<file path="config.mk">
export PLATFORM = sky130hd
export DESIGN_NAME = eml_front
export DESIGN_NICKNAME = d
export VERILOG_FILES = /design/src/rtl/eml_pkg.sv /design/src/rtl/eml_front.sv
export SDC_FILE = /design/constraint.sdc
export NUM_CORES = 1
export LEC_CHECK = 0
export BUFFER_PORTS_ARGS = -buffer_cell sky130_fd_sc_hd__clkbuf_2
export CAP_MARGIN = 20
export CORE_AREA = 2 2 177 179
export CTS_CLUSTER_DIAMETER = 30
export CTS_CLUSTER_SIZE = 20
export DETAILED_ROUTE_END_ITERATION = 12
export DIE_AREA = 0 0 179 181
export PLACE_DENSITY = 0.72
export SYNTH_ARGS = -nofsm -noshare
export SYNTH_HDL_FRONTEND = slang
export SYNTH_SLANG_ARGS = --single-unit
</file>
<file path="constraint.sdc">
create_clock -name clk -period 8.1 [get_ports clk]
set_clock_uncertainty 0.1 [all_clocks]
set_input_delay 0.405 -clock clk [delete_from_list [all_inputs] [get_ports clk]]
set_output_delay 0.405 -clock clk [all_outputs]
set_load 0.01 [all_outputs]
</file>
<file path="src/rtl/eml_pkg.sv">
// ----------------------------------------------------------------------------
// eml_pkg
// Shared types and constants of the extent map lookup block.
// ----------------------------------------------------------------------------
package eml_pkg;

  localparam int SLOT_W = 8;
  localparam int POS_W  = 63;
  localparam int LEN_W  = 31;
  localparam int BASE_W = 32;
  localparam int MODE_W = 3;

  localparam int IN_TDATA_W  = 304;
  localparam int IN_TUSER_W  = 3;
  localparam int OUT_TDATA_W = 144;
  localparam int OUT_TUSER_W = 1;

  localparam logic [SLOT_W-1:0] EMPTY_SLOT = 8'hFF;
  localparam logic [SLOT_W-1:0] FIRST_STEP = 8'h80;

  localparam logic [MODE_W-1:0] MODE_LOAD_EXT = 3'd0;
  localparam logic [MODE_W-1:0] MODE_LOAD_ORD = 3'd1;
  localparam logic [MODE_W-1:0] MODE_SET_SIZE = 3'd2;
  localparam logic [MODE_W-1:0] MODE_QUERY_RD = 3'd3;
  localparam logic [MODE_W-1:0] MODE_QUERY_WR = 3'd4;

  typedef enum logic [2:0] {
    OP_NOP,
    OP_LOAD_EXT,
    OP_LOAD_ORD,
    OP_SET_SIZE,
    OP_QUERY_RD,
    OP_QUERY_WR
  } op_t;

  // One classified item as it waits between the front and the back.
  // pos carries load_start, new_size or query_pos; len carries
  // load_length or query_size.
  typedef struct packed {
    op_t               op;
    logic [SLOT_W-1:0] slot;
    logic [SLOT_W-1:0] order;
    logic [POS_W-1:0]  pos;
    logic [LEN_W-1:0]  len;
    logic [BASE_W-1:0] base;
  } cmd_t;

  typedef enum logic [2:0] {
    ST_IDLE,
    ST_LOAD,
    ST_PRB_ORD,
    ST_PRB_EXT,
    ST_FIN_CNT,
    ST_FIN_END,
    ST_FIN_UPD,
    ST_OUT
  } state_t;

endpackage

</file>
<file path="src/rtl/eml_front.sv">
// ----------------------------------------------------------------------------
// eml_front
// Accepts input items, decodes the mode into an operation, turns loads that
// fall outside the tables into no-ops, and queues the items for the back end.
// ----------------------------------------------------------------------------
module eml_front #(
  parameter int EXTENT_ENTRIES = 240,
  parameter int ORDER_SLOTS    = 256
) (
  input  logic                           clk,
  input  logic                           rst_n,
  input  logic                           in_tvalid,
  output logic                           in_tready,
  input  logic [eml_pkg::IN_TDATA_W-1:0] in_tdata,
  input  logic [eml_pkg::IN_TUSER_W-1:0] in_tuser,
  output logic                           q_valid,
  output eml_pkg::cmd_t                  q_cmd,
  input  logic                           q_pop
);
  import eml_pkg::*;

  cmd_t       cmd_in;
  cmd_t       q_mem_r [2];
  logic       wr_ptr_r, wr_ptr_nxt;
  logic       rd_ptr_r, rd_ptr_nxt;
  logic [1:0] cnt_r, cnt_nxt;
  logic       push;
  logic       pop;

  always_comb begin
    cmd_in.slot  = in_tdata[7:0];
    cmd_in.order = in_tdata[141:134];
    cmd_in.base  = in_tdata[133:102];
    cmd_in.pos   = in_tdata[70:8];
    cmd_in.len   = in_tdata[101:71];
    cmd_in.op    = OP_NOP;
    unique case (in_tuser)
      MODE_LOAD_EXT: begin
        if ({1'b0, in_tdata[7:0]} < 9'(EXTENT_ENTRIES)) begin
          cmd_in.op = OP_LOAD_EXT;
        end
      end
      MODE_LOAD_ORD: begin
        if ({1'b0, in_tdata[7:0]} < 9'(ORDER_SLOTS)) begin
          cmd_in.op = OP_LOAD_ORD;
        end
      end
      MODE_SET_SIZE: begin
        cmd_in.op  = OP_SET_SIZE;
        cmd_in.pos = in_tdata[204:142];
      end
      MODE_QUERY_RD: begin
        cmd_in.op  = OP_QUERY_RD;
        cmd_in.pos = in_tdata[267:205];
        cmd_in.len = in_tdata[298:268];
      end
      MODE_QUERY_WR: begin
        cmd_in.op  = OP_QUERY_WR;
        cmd_in.pos = in_tdata[267:205];
        cmd_in.len = in_tdata[298:268];
      end
      default: begin
        cmd_in.op = OP_NOP;
      end
    endcase
  end

  assign in_tready = (cnt_r != 2'd2);
  assign push      = in_tvalid && in_tready;
  assign pop       = q_pop && q_valid;
  assign q_valid   = (cnt_r != 2'd0);
  assign q_cmd     = q_mem_r[rd_ptr_r];

  always_comb begin
    wr_ptr_nxt = push ? ~wr_ptr_r : wr_ptr_r;
    rd_ptr_nxt = pop ? ~rd_ptr_r : rd_ptr_r;
    cnt_nxt    = cnt_r + 2'(push) - 2'(pop);
  end

  always_ff @(posedge clk) begin
    if (!rst_n) begin
      wr_ptr_r <= 1'b0;
      rd_ptr_r <= 1'b0;
      cnt_r    <= 2'd0;
    end else begin
      wr_ptr_r <= wr_ptr_nxt;
      rd_ptr_r <= rd_ptr_nxt;
      cnt_r    <= cnt_nxt;
    end
  end

  always_ff @(posedge clk) begin
    if (push) begin
      q_mem_r[wr_ptr_r] <= cmd_in;
    end
  end

endmodule

</file>
==> out/qor.txt, run 1 <==
overall die width: 179 um
kind of start point of the critical path: register
Critical Setup Path Class: register to output port
Pins Over Slew Limit: 0
VDD IR max: 137 uV
average routed wire per standard cell: 18.9 um
Clk pin slew, worst setup/hold paths: 0.05 ns
area of the core region: 0.0303 sq mm
number of filler instances in the final layout: 2,324
vias in the first global route: 10,169
unrepaired setup endpoints after global routing: false
distinct cell type count after synthesis: 35
Seq. cell area: 0.00881 sq mm
Post-synth EDFFs: 290
peak clock frequency supported by timing: 334 MHz
estimated wirelength of the detail-placed design: 23.8 mm
ports placed on the boundary: 458
leading post-synthesis cells by cell area: edfxtp_1 (65%), mux2_2 (12%), nor2_1 (5.3%), a211o_1 (4.1%), o221ai_1 (4.1%)
maximum number of pins on one net before global-route repair: 93
Critical path buffers and inverters: 2
final instance area: 0.0185 sq mm
cell family contributing the most delay on the critical path: buffers and inverters
Post-synth ARST share: 0
global placement routability congestion: 0.807
power dissipated by switching net loads: 1.45 mW
class of the tightest hold or removal check: input pin to register
number of buffers between clock root and the deepest sink: 3
summed negative setup slack over all endpoints: 0 ns
leak pwr: 7.45 nW
CTS Root Buffer Type: clkbuf_16
DRT iter0 DRCs: 543
Layout area overhead: 37.0%
area of the multi-input gates: 0.00437 sq mm
Total GRT Usage: 0.211
Critical Path Slowest Stage Cell: buf_4
H-tree depth: 2
Gate power share: 0.200
utilization of the core after routing: 0.609
Yosys top cell area share: 0.645
final worst path period need: 3.00 ns
largest incremental delay on the critical path: 0.73 ns
endpoint required time on the critical path: 7.60 ns
cell internal pwr: 3.89 mW
first-pass GRT wire length: 53.2 mm
Antenna Violating Nets Remaining: 0
post-place setup slack: 5.16 ns
initial antenna violation count: 1
ranking of synthesized cells by instance count: edfxtp_1 (290), nor2_1 (192), mux2_2 (145)
Num CTS Buffers: 55
flop2flop setup slack: 5.22 ns
Worst Tran Pin Value: 1.12 ns
Placement Rows: 64
period utilization: 0.370
Remaining DRCs: 0
sequential fraction of design power: 0.364
count of hold buffers inserted by post-cts repair: 48
Hold Violations, Final: 0
final setup slack of the worst path: 5.10 ns
normalized max-slew margin: 0.254
Switching Share: 0.272
syn avg cell area: 14.1 sq um
Syn Inst Count: 958
post-CTS setup-driven buffer insertion count: 0
via count of the routed design: 10,193
Crit Path Max Fanout: 66
biggest area consumer among synthesized cells: edfxtp_1
portion of total power attributed to the clock network: 0.436
total grt overflow: 0
Post-Synthesis Cell Area: 0.0135 sq mm
Crit. End Element: output port
syn_nets: 1,270
TritonCTS clock tree: yes
Num Clock Sinks: 295
clock insertion delay at the later pin of the skew report: 0.56 ns
Seq/Total Area, Yosys: 0.653
outcome: finished, final reports clean
number of setup violations in the final report: 0
most frequent cell after synthesis: edfxtp_1
flop and latch count out of synthesis: 295
DRT Wirelength: 35.8 mm
CTS resizes: 0
most used flip-flop cell after synthesis: edfxtp_1
final net count: 1,764
Power Density: 289 mW/mm^2
area of the die: 0.0324 sq mm
layout cells sized above 1: 0.479
count of TritonRoute iterations in the first routing pass: 5
IO Port Bufs: 452
reported max-cap violation count: 0
via density per instance: 5.38
placed cell area: 0.0161 sq mm
Inst Count DP: 1,743
post-route insts no fill: 1,896
initial standard-cell utilization of the core: 0.445
data arrival time at the worst-slack endpoint: 2.49 ns
list of cells traversed by the critical path: buf_4 -> mux2_2 -> clkbuf_2
count of synthesis-stage warnings from yosys: 0
Die H: 181 um
-- worst paths after layout --
check / start / end / cells after the start
worst max-delay path: register / q_cmd[91] / 3
worst min-delay path: rst_n / cnt_r[0]$_SDFF_PN0_ / 2
worst max register to register: cnt_r[0]$_SDFF_PN0_ / q_mem_r[0][134]$_DFFE_PP_ / 4
worst min register to register: rd_ptr_r$_SDFFE_PN0P_ / register / 2
-- metal layers --
metal | track usage | up-vias | share of wire
met5 | 0 | - | 0
met2 | 0.366 | 525 | 0.50
li1 | - | 4732 | -
met1 | 0.243 | 4838 | 0.37
met4 | 0.0930 | 0 | 0.042
met3 | 0.0551 | 98 | 0.091
-- through the flow --
step | power (mW) | hold WS, ns
floorplan | 2.61 | 0.404
global placement | 3.01 | 0.464
detailed placement | 3.03 | 0.484
CTS | 5.40 | 0.00429
global route | 5.56 | 0.0234
finish | 5.34 | 0.0282
-- sequential cells by signal, summed over array words and instances (netlist names), named ones only --
register	cells
wr_ptr_r	1
cnt_r	2
q_mem_r	290
rd_ptr_r	1
-- worst register-to-register path, stage by stage, from the launching register on --
cell,delay (ns)
dfxtp_1,0.43
nand2b_1,0.23
nand3b_1,0.19
inv_6,0.49
buf_4,0.95
-- cell type report --
| cell class | instances | area share |
|---|---|---|
| sequential | 295 | 0.477 |
| multi-input combinational | 586 | 0.237 |
| antenna | 1 | 0.000135 |
| clock inverter | 42 | 0.0280 |
| inverter | 2 | 0.000812 |
| tap | 396 | 0.0268 |
| clock buffer | 62 | 0.0776 |
| timing repair buffer | 512 | 0.153 |
-- power groups by stage --
| stage | Sequential [mW] | Clock (mW) | Combinational [mW] |
|---|---|---|---|
| after floorplan | 1.96 | 0 | 0.641 |
| after global placement | 1.96 | 0 | 1.05 |
| after detailed placement | 1.97 | 0 | 1.06 |
| after CTS | 1.95 | 2.37 | 1.08 |
| after global routing | 1.96 | 2.44 | 1.16 |
| final | 1.94 | 2.33 | 1.07 |
-- layout by cell type (no fill, tap or decap), types with 2 or more instances in the layout --
cell	count
nor2_1	192
dlygate4sd3_1	48
and2_1	3
clkinv_2	6
a21bo_2	2
clkbuf_2	451
nand2b_2	2
a211o_1	63
bufinv_16	7
xnor2_1	2
inv_8	3
mux2_2	145
dfxtp_1	4
clkinv_4	6
mux2_1	31
clkbuf_1	5
edfxtp_1	290
o221ai_1	63
inv_6	9
nand2b_1	2
clkbuf_16	56
o21ai_0	2
buf_4	13
clkinvlp_4	9
a21oi_1	63
a211oi_1	2
-- logic make-up after synthesis --
logic type                 count (synthesis)  share of synthesized area
muxes                                    178                      0.149
buffers and inverters                     77                     0.0254
DFF                                      295                      0.653
and+or+nand+nor                          207                     0.0601
xor gates and xnor gates                   3                    0.00195
AOI/OAI and AO/OA                        197                      0.110
adders and majority gates                  1                   0.000927
Note: power is estimated with default switching activity, not from simulation.
==> inputs of run 2 (changes only) <==
Clock period 8.1 ns to 3.1 ns, I/O delays scaled along.
==> out/qor.txt, run 2 (synthesized netlist as in run 1, its figures left out) <==
outcome: finished, final reports clean
Hold Violations, Final: 0 (unchanged)
worst flop-to-flop path startpoint: cnt_r[0]$_SDFF_PN0_
ports placed on the boundary: 458 (unchanged)
first-pass GRT wire length: 59.0 mm (+11%)
estimated wirelength of the detail-placed design: 24.1 mm (+1.2%)
DRT Wirelength: 39.4 mm (+9.9%)
normalized max-slew margin: 0.409 (+0.155)
flop2flop setup slack: 1.14 ns (-4.08 ns)
via density per instance: 5.40 (+0.52%)
global placement routability congestion: 0.877 (+8.7%)
Num CTS Buffers: 52 (-5.5%)
final worst path period need: 2.55 ns
Hold WS: 0.0270 ns (-0.00119 ns)
utilization of the core after routing: 0.649 (+0.0402)
Power Density: 679 mW/mm^2 (+130%)
placed cell area: 0.0162 sq mm (+1.1%)
leading cell type in the layout, fill and taps excluded: clkbuf_2
reported max-cap violation count: 0 (unchanged)
peak clock frequency supported by timing: 392 MHz
Critical Setup Path Class: input pin to register
launch point of the worst hold path: in_tdata[228]
Antenna Violating Nets Remaining: 0 (unchanged)
maximum number of pins on one net before global-route repair: 127 (+37%)
data arrival time at the worst-slack endpoint: 2.71 ns (+0.22 ns)
Die H: 181 um (unchanged)
capturing point of the worst reg2reg path: q_mem_r[1][121]$_DFFE_PP_
Hold Crit Endpoint: q_mem_r[0][86]$_DFFE_PP_
Crit. End Element: register
Remaining DRCs: 0 (unchanged)
area of the multi-input gates: 0.00438 sq mm (+0.17%)
count of TritonRoute iterations in the first routing pass: 5 (unchanged)
Crit Path Max Fanout: 33 (-50%)
class of the tightest hold or removal check: input pin to register
area of the die: 0.0324 sq mm (unchanged)
DRT iter0 DRCs: 711 (+31%)
initial standard-cell utilization of the core: 0.445 (unchanged)
overall die width: 179 um (unchanged)
area of the core region: 0.0303 sq mm (unchanged)
Diodes inserted: 0 (-1)
TritonCTS clock tree: yes
via count of the routed design: 10,965 (+7.6%)
Seq. cell area: 0.00881 sq mm (about the same)
average routed wire per standard cell: 19.4 um (+2.7%)
IO Port Bufs: 452 (unchanged)
kind of start point of the critical path: input pin
clock insertion delay at the later pin of the skew report: 0.53 ns (-0.03 ns)
number of instances on the worst hold path: 3 (+1)
Clk pin slew, worst setup/hold paths: 0.05 ns (about the same)
initial antenna violation count: 0 (-1)
flip-flop count of the largest register after layout: 290 (unchanged)
unrepaired setup endpoints after global routing: false
endpoint required time on the critical path: 3.26 ns (-4.34 ns)
depth of the worst register-to-register path: 3 (-1)
layout cells sized above 1: 0.435 (-0.0436)
Pins Over Slew Limit: 0 (unchanged)
total grt overflow: 0 (unchanged)
number of setup violations in the final report: 0 (unchanged)
Total GRT Usage: 0.234 (+0.0234)
number of buffers between clock root and the deepest sink: 3 (unchanged)
Worst Tran Pin Value: 0.885 ns (-0.233 ns)
leak pwr: 7.93 nW (+6.5%)
Num Clock Sinks: 295 (unchanged)
CTS resizes: 0 (unchanged)
final net count: 1,905 (+8.0%)
CTS Root Buffer Type: clkbuf_16
largest registers ranked by flip-flop count: q_mem_r x290, cnt_r x2
highest-count cells in the layout ignoring fill and taps: clkbuf_2 (451), edfxtp_1 (290), nor2_1 (192), dlygate4sd3_1 (184), mux2_2 (145)
post-CTS setup-driven buffer insertion count: 0 (unchanged)
H-tree depth: 2 (unchanged)
number of filler instances in the final layout: 2,129 (-8.4%)
vias in the first global route: 11,269 (+11%)
final instance area: 0.0197 sq mm (+6.6%)
period utilization: 0.823
Placement Rows: 64 (unchanged)
Layout area overhead: 46.0%
VDD IR max: 383 uV (+180%)
summed negative setup slack over all endpoints: 0 ns (unchanged)
register with the highest flop count: q_mem_r
[run 2: per-stage QoR]
stage          total power, mW  setup slack [ns]  cells
2_1_floorplan             6.79            -0.178    958
3_3_place_gp              7.93              1.09   1751
3_5_place_dp              7.99              1.06   1751
4_1_cts                   13.5             0.569   2029
5_1_grt                   13.9             0.499   2029
6_report                  13.4             0.548   2029
[run 2: worst max-delay path by stage]
stage	start	end	slack [ns]	depth (start not counted)
3_5_place_dp	in_tuser[2]	q_mem_r[1][103]$_DFFE_PP_	1.06	5
3_3_place_gp	in_tuser[2]	q_mem_r[0][103]$_DFFE_PP_	1.09	5
5_1_grt	in_tuser[0]	q_mem_r[1][59]$_DFFE_PP_	0.50	7
6_report	in_tuser[0]	q_mem_r[0][59]$_DFFE_PP_	0.55	7
4_1_cts	in_tuser[0]	q_mem_r[0][59]$_DFFE_PP_	0.57	7
2_1_floorplan	cnt_r[0]$_SDFF_PN0_	q_mem_r[0][0]$_DFFE_PP_	-0.18	3
[run 2: critical path, stage by stage]
cell and delay (ns):
dlygate4sd3_1 0.54, clkbuf_2 0.16, inv_4 0.10, mux2i_4 0.21, buf_4 0.43, mux2_1 0.42, dlygate4sd3_1 0.63
[run 2: cell type report]
class / count / area share
clock buffers: 59 / 0.0685
clock inverters: 35 / 0.0149
inverters: 2 / 0.000699
repair buffers: 656 / 0.221
flip-flops and latches: 295 / 0.447
multi-input cells: 586 / 0.222
well taps: 396 / 0.0251
[run 2: repair_timing]
item,in CTS,in global routing
setup endpoints to repair,0,0
hold buffers,184,0
endpoints found under the hold margin,291,0
[run 2: report_power, final]
part           switching, mW  internal (mW)
Sequential             0.128           4.94
Combinational           1.65           1.44
Clock                   1.90           3.31
[run 2: metal layers]
layer / routed length, um / up-vias / global-route usage
met5: 0 / - / 0
met1: 14500 / 5243 / 0.268
li1: - / 5000 / -
met4: 1830 / 0 / 0.111
met2: 19400 / 608 / 0.410
met3: 3580 / 114 / 0.0526
==> inputs of run 3 (changes only) <==
Settings changed: PLACE_DENSITY 0.72 to 0.75.
Clock period 3.1 ns to 2.1 ns, I/O delays scaled along.
==> out/qor.txt, run 3 (synthesized netlist as in run 1, its figures left out) <==
register with the highest flop count: q_mem_r
average routed wire per standard cell: 19.6 um (+1.2%)
Worst Tran Pin Value: 0.544 ns (-0.341 ns)
first-pass GRT wire length: 61.2 mm (+3.8%)
Crit Path Max Fanout: 34 (+3.0%)
final net count: 1,975 (+3.7%)
ports placed on the boundary: 458 (unchanged)
maximum number of pins on one net before global-route repair: 97 (-24%)
period utilization: 0.977
cell internal pwr: 15.7 mW (+62%)
final worst path period need: 2.05 ns
Critical Setup Path Class: register to output port
Clk pin slew, worst setup/hold paths: 0.05 ns (about the same)
initial standard-cell utilization of the core: 0.445 (unchanged)
Remaining DRCs: 0 (unchanged)
Die H: 181 um (unchanged)
clock insertion delay at the later pin of the skew report: 0.53 ns (about the same)
post-place setup slack: 0.334 ns (-0.728 ns)
unrepaired setup endpoints after global routing: true
Power Density: 1030 mW/mm^2 (+52%)
portion of total power attributed to the clock network: 0.416 (+0.026)
CTS Root Buffer Type: clkbuf_16
global placement routability congestion: 0.870 (-0.79%)
DRT iter0 DRCs: 870 (+22%)
Placement Rows: 64 (unchanged)
power dissipated by switching net loads: 5.59 mW (+52%)
Pins Over Slew Limit: 0 (unchanged)
Hold WS: 0.0365 ns (+0.00951 ns)
estimated wirelength of the detail-placed design: 25.6 mm (+6.0%)
peak clock frequency supported by timing: 487 MHz
Crit. End Element: output port
layout cells sized above 1: 0.431 (-0.00423)
leading cell type in the layout, fill and taps excluded: clkbuf_2
endpoint required time on the critical path: 1.89 ns (-1.37 ns)
overall die width: 179 um (unchanged)
via count of the routed design: 11,463 (+4.5%)
reported max-cap violation count: 0 (unchanged)
initial antenna violation count: 4 (+4)
Hold Violations, Final: 0 (unchanged)
Num CTS Buffers: 54 (+3.8%)
TritonCTS clock tree: yes
total grt overflow: 0 (unchanged)
summed negative setup slack over all endpoints: 0 ns (unchanged)
depth of the worst register-to-register path: 5 (+2)
Antenna Violating Nets Remaining: 0 (unchanged)
number of setup violations in the final report: 0 (unchanged)
DRT Wirelength: 41.4 mm (+5.1%)
flip-flop count of the largest register after layout: 290 (unchanged)
number of instances on the worst hold path: 3 (unchanged)
vias in the first global route: 11,669 (+3.5%)
normalized max-slew margin: 0.637 (+0.228)
kind of start point of the critical path: register
Inst Count DP: 1,765 (+0.80%)
IO Port Bufs: 452 (unchanged)
class of the tightest hold or removal check: input pin to register
Total GRT Usage: 0.243 (+0.00849)
highest-count cells in the layout ignoring fill and taps: clkbuf_2 (451), edfxtp_1 (290), dlygate4sd3_1 (236), nor2_1 (192), mux2_2 (142)
Layout area overhead: 53.4%
count of TritonRoute iterations in the first routing pass: 7 (+2)
post-route insts no fill: 2,107 (+3.8%)
VDD IR max: 506 uV (+32%)
area of the core region: 0.0303 sq mm (unchanged)
largest registers ranked by flip-flop count: q_mem_r x290, cnt_r x2
H-tree depth: 2 (unchanged)
final setup slack of the worst path: 0.0486 ns (-0.500 ns)
Gate power share: 0.231 (about the same)
outcome: finished, final reports clean
number of filler instances in the final layout: 1,966 (-7.7%)
data arrival time at the worst-slack endpoint: 1.85 ns (-0.86 ns)
Num Clock Sinks: 295 (unchanged)
Switching Share: 0.263 (-0.0131)
sequential fraction of design power: 0.352 (-0.027)
area of the die: 0.0324 sq mm (unchanged)
via density per instance: 5.44 (+0.67%)
number of buffers between clock root and the deepest sink: 3 (unchanged)
leak pwr: 8.44 nW (+6.4%)
-- run 3: cell types whose count changed in the layout (fill, tap and decap cells not counted), sizes merged --
cell	change
diode	+4
bufinv	+8
clkinvlp	-6
inv	-3
clkinv	+6
dlygate4sd3	+52
buf	+16
clkbuf	+1
-- run 3: final timing paths --
check	to	startpoint	slack, ns
max	q_cmd[128]	register	0.05
min	q_mem_r[1][117]$_DFFE_PP_	in_tdata[259]	0.04
max reg2reg	q_mem_r[0][136]$_DFFE_PP_	cnt_r[0]$_SDFF_PN0_	0.41
min reg2reg	register	rd_ptr_r$_SDFFE_PN0P_	0.48
-- run 3: per-stage QoR --
stage	utilization	cell area (sq um)	total power, mW
2_1_floorplan	-	13500	10.0
3_3_place_gp	0.541	16400	11.8
3_5_place_dp	0.541	16400	11.9
4_1_cts	0.681	20700	21.3
5_1_grt	0.682	20700	22.0
6_report	0.682	20700	21.3
-- run 3: layout make-up --
class	instances	area (sq um)	share of cell area
Tap cell	396	495	0.0239
Sequential cell	295	8810	0.426
Antenna cell	4	10.0	0.000483
Inverter	2	13.8	0.000665
Multi-Input combinational cell	586	4390	0.212
Clock inverter	40	488	0.0236
Clock buffer	60	1400	0.0674
Timing Repair Buffer	724	5100	0.246
-- run 3: metal layers --
metal  GRT usage  share of wire
met1       0.267           0.37
met2       0.431           0.50
met5           0              0
met3      0.0587          0.082
met4       0.123          0.050
-- run 3: worst max-delay path, cell delays in order (launching register included) --
cell	delay, ns
dfxtp_4	0.49
buf_16	0.24
mux2_2	0.39
clkbuf_2	0.14
-- run 3: what timing repair did --
| item | CTS | global route |
|---|---|---|
| resized for setup | 1 | 4 |
| endpoints found under the setup margin | 68 | 7 |
| hold buffers | 236 | 0 |
| hold endpoints to repair | 293 | 0 |
| buffers inserted | 2 | 0 |
-- run 3: power by group through the flow --
stage / clock network [mW] / registers (mW) / logic (mW)
2_1_floorplan: 0 / 7.55 / 2.48
3_3_place_gp: 0 / 7.56 / 4.25
3_5_place_dp: 0 / 7.61 / 4.31
4_1_cts: 8.92 / 7.49 / 4.86
5_1_grt: 9.24 / 7.54 / 5.25
6_report: 8.86 / 7.50 / 4.93
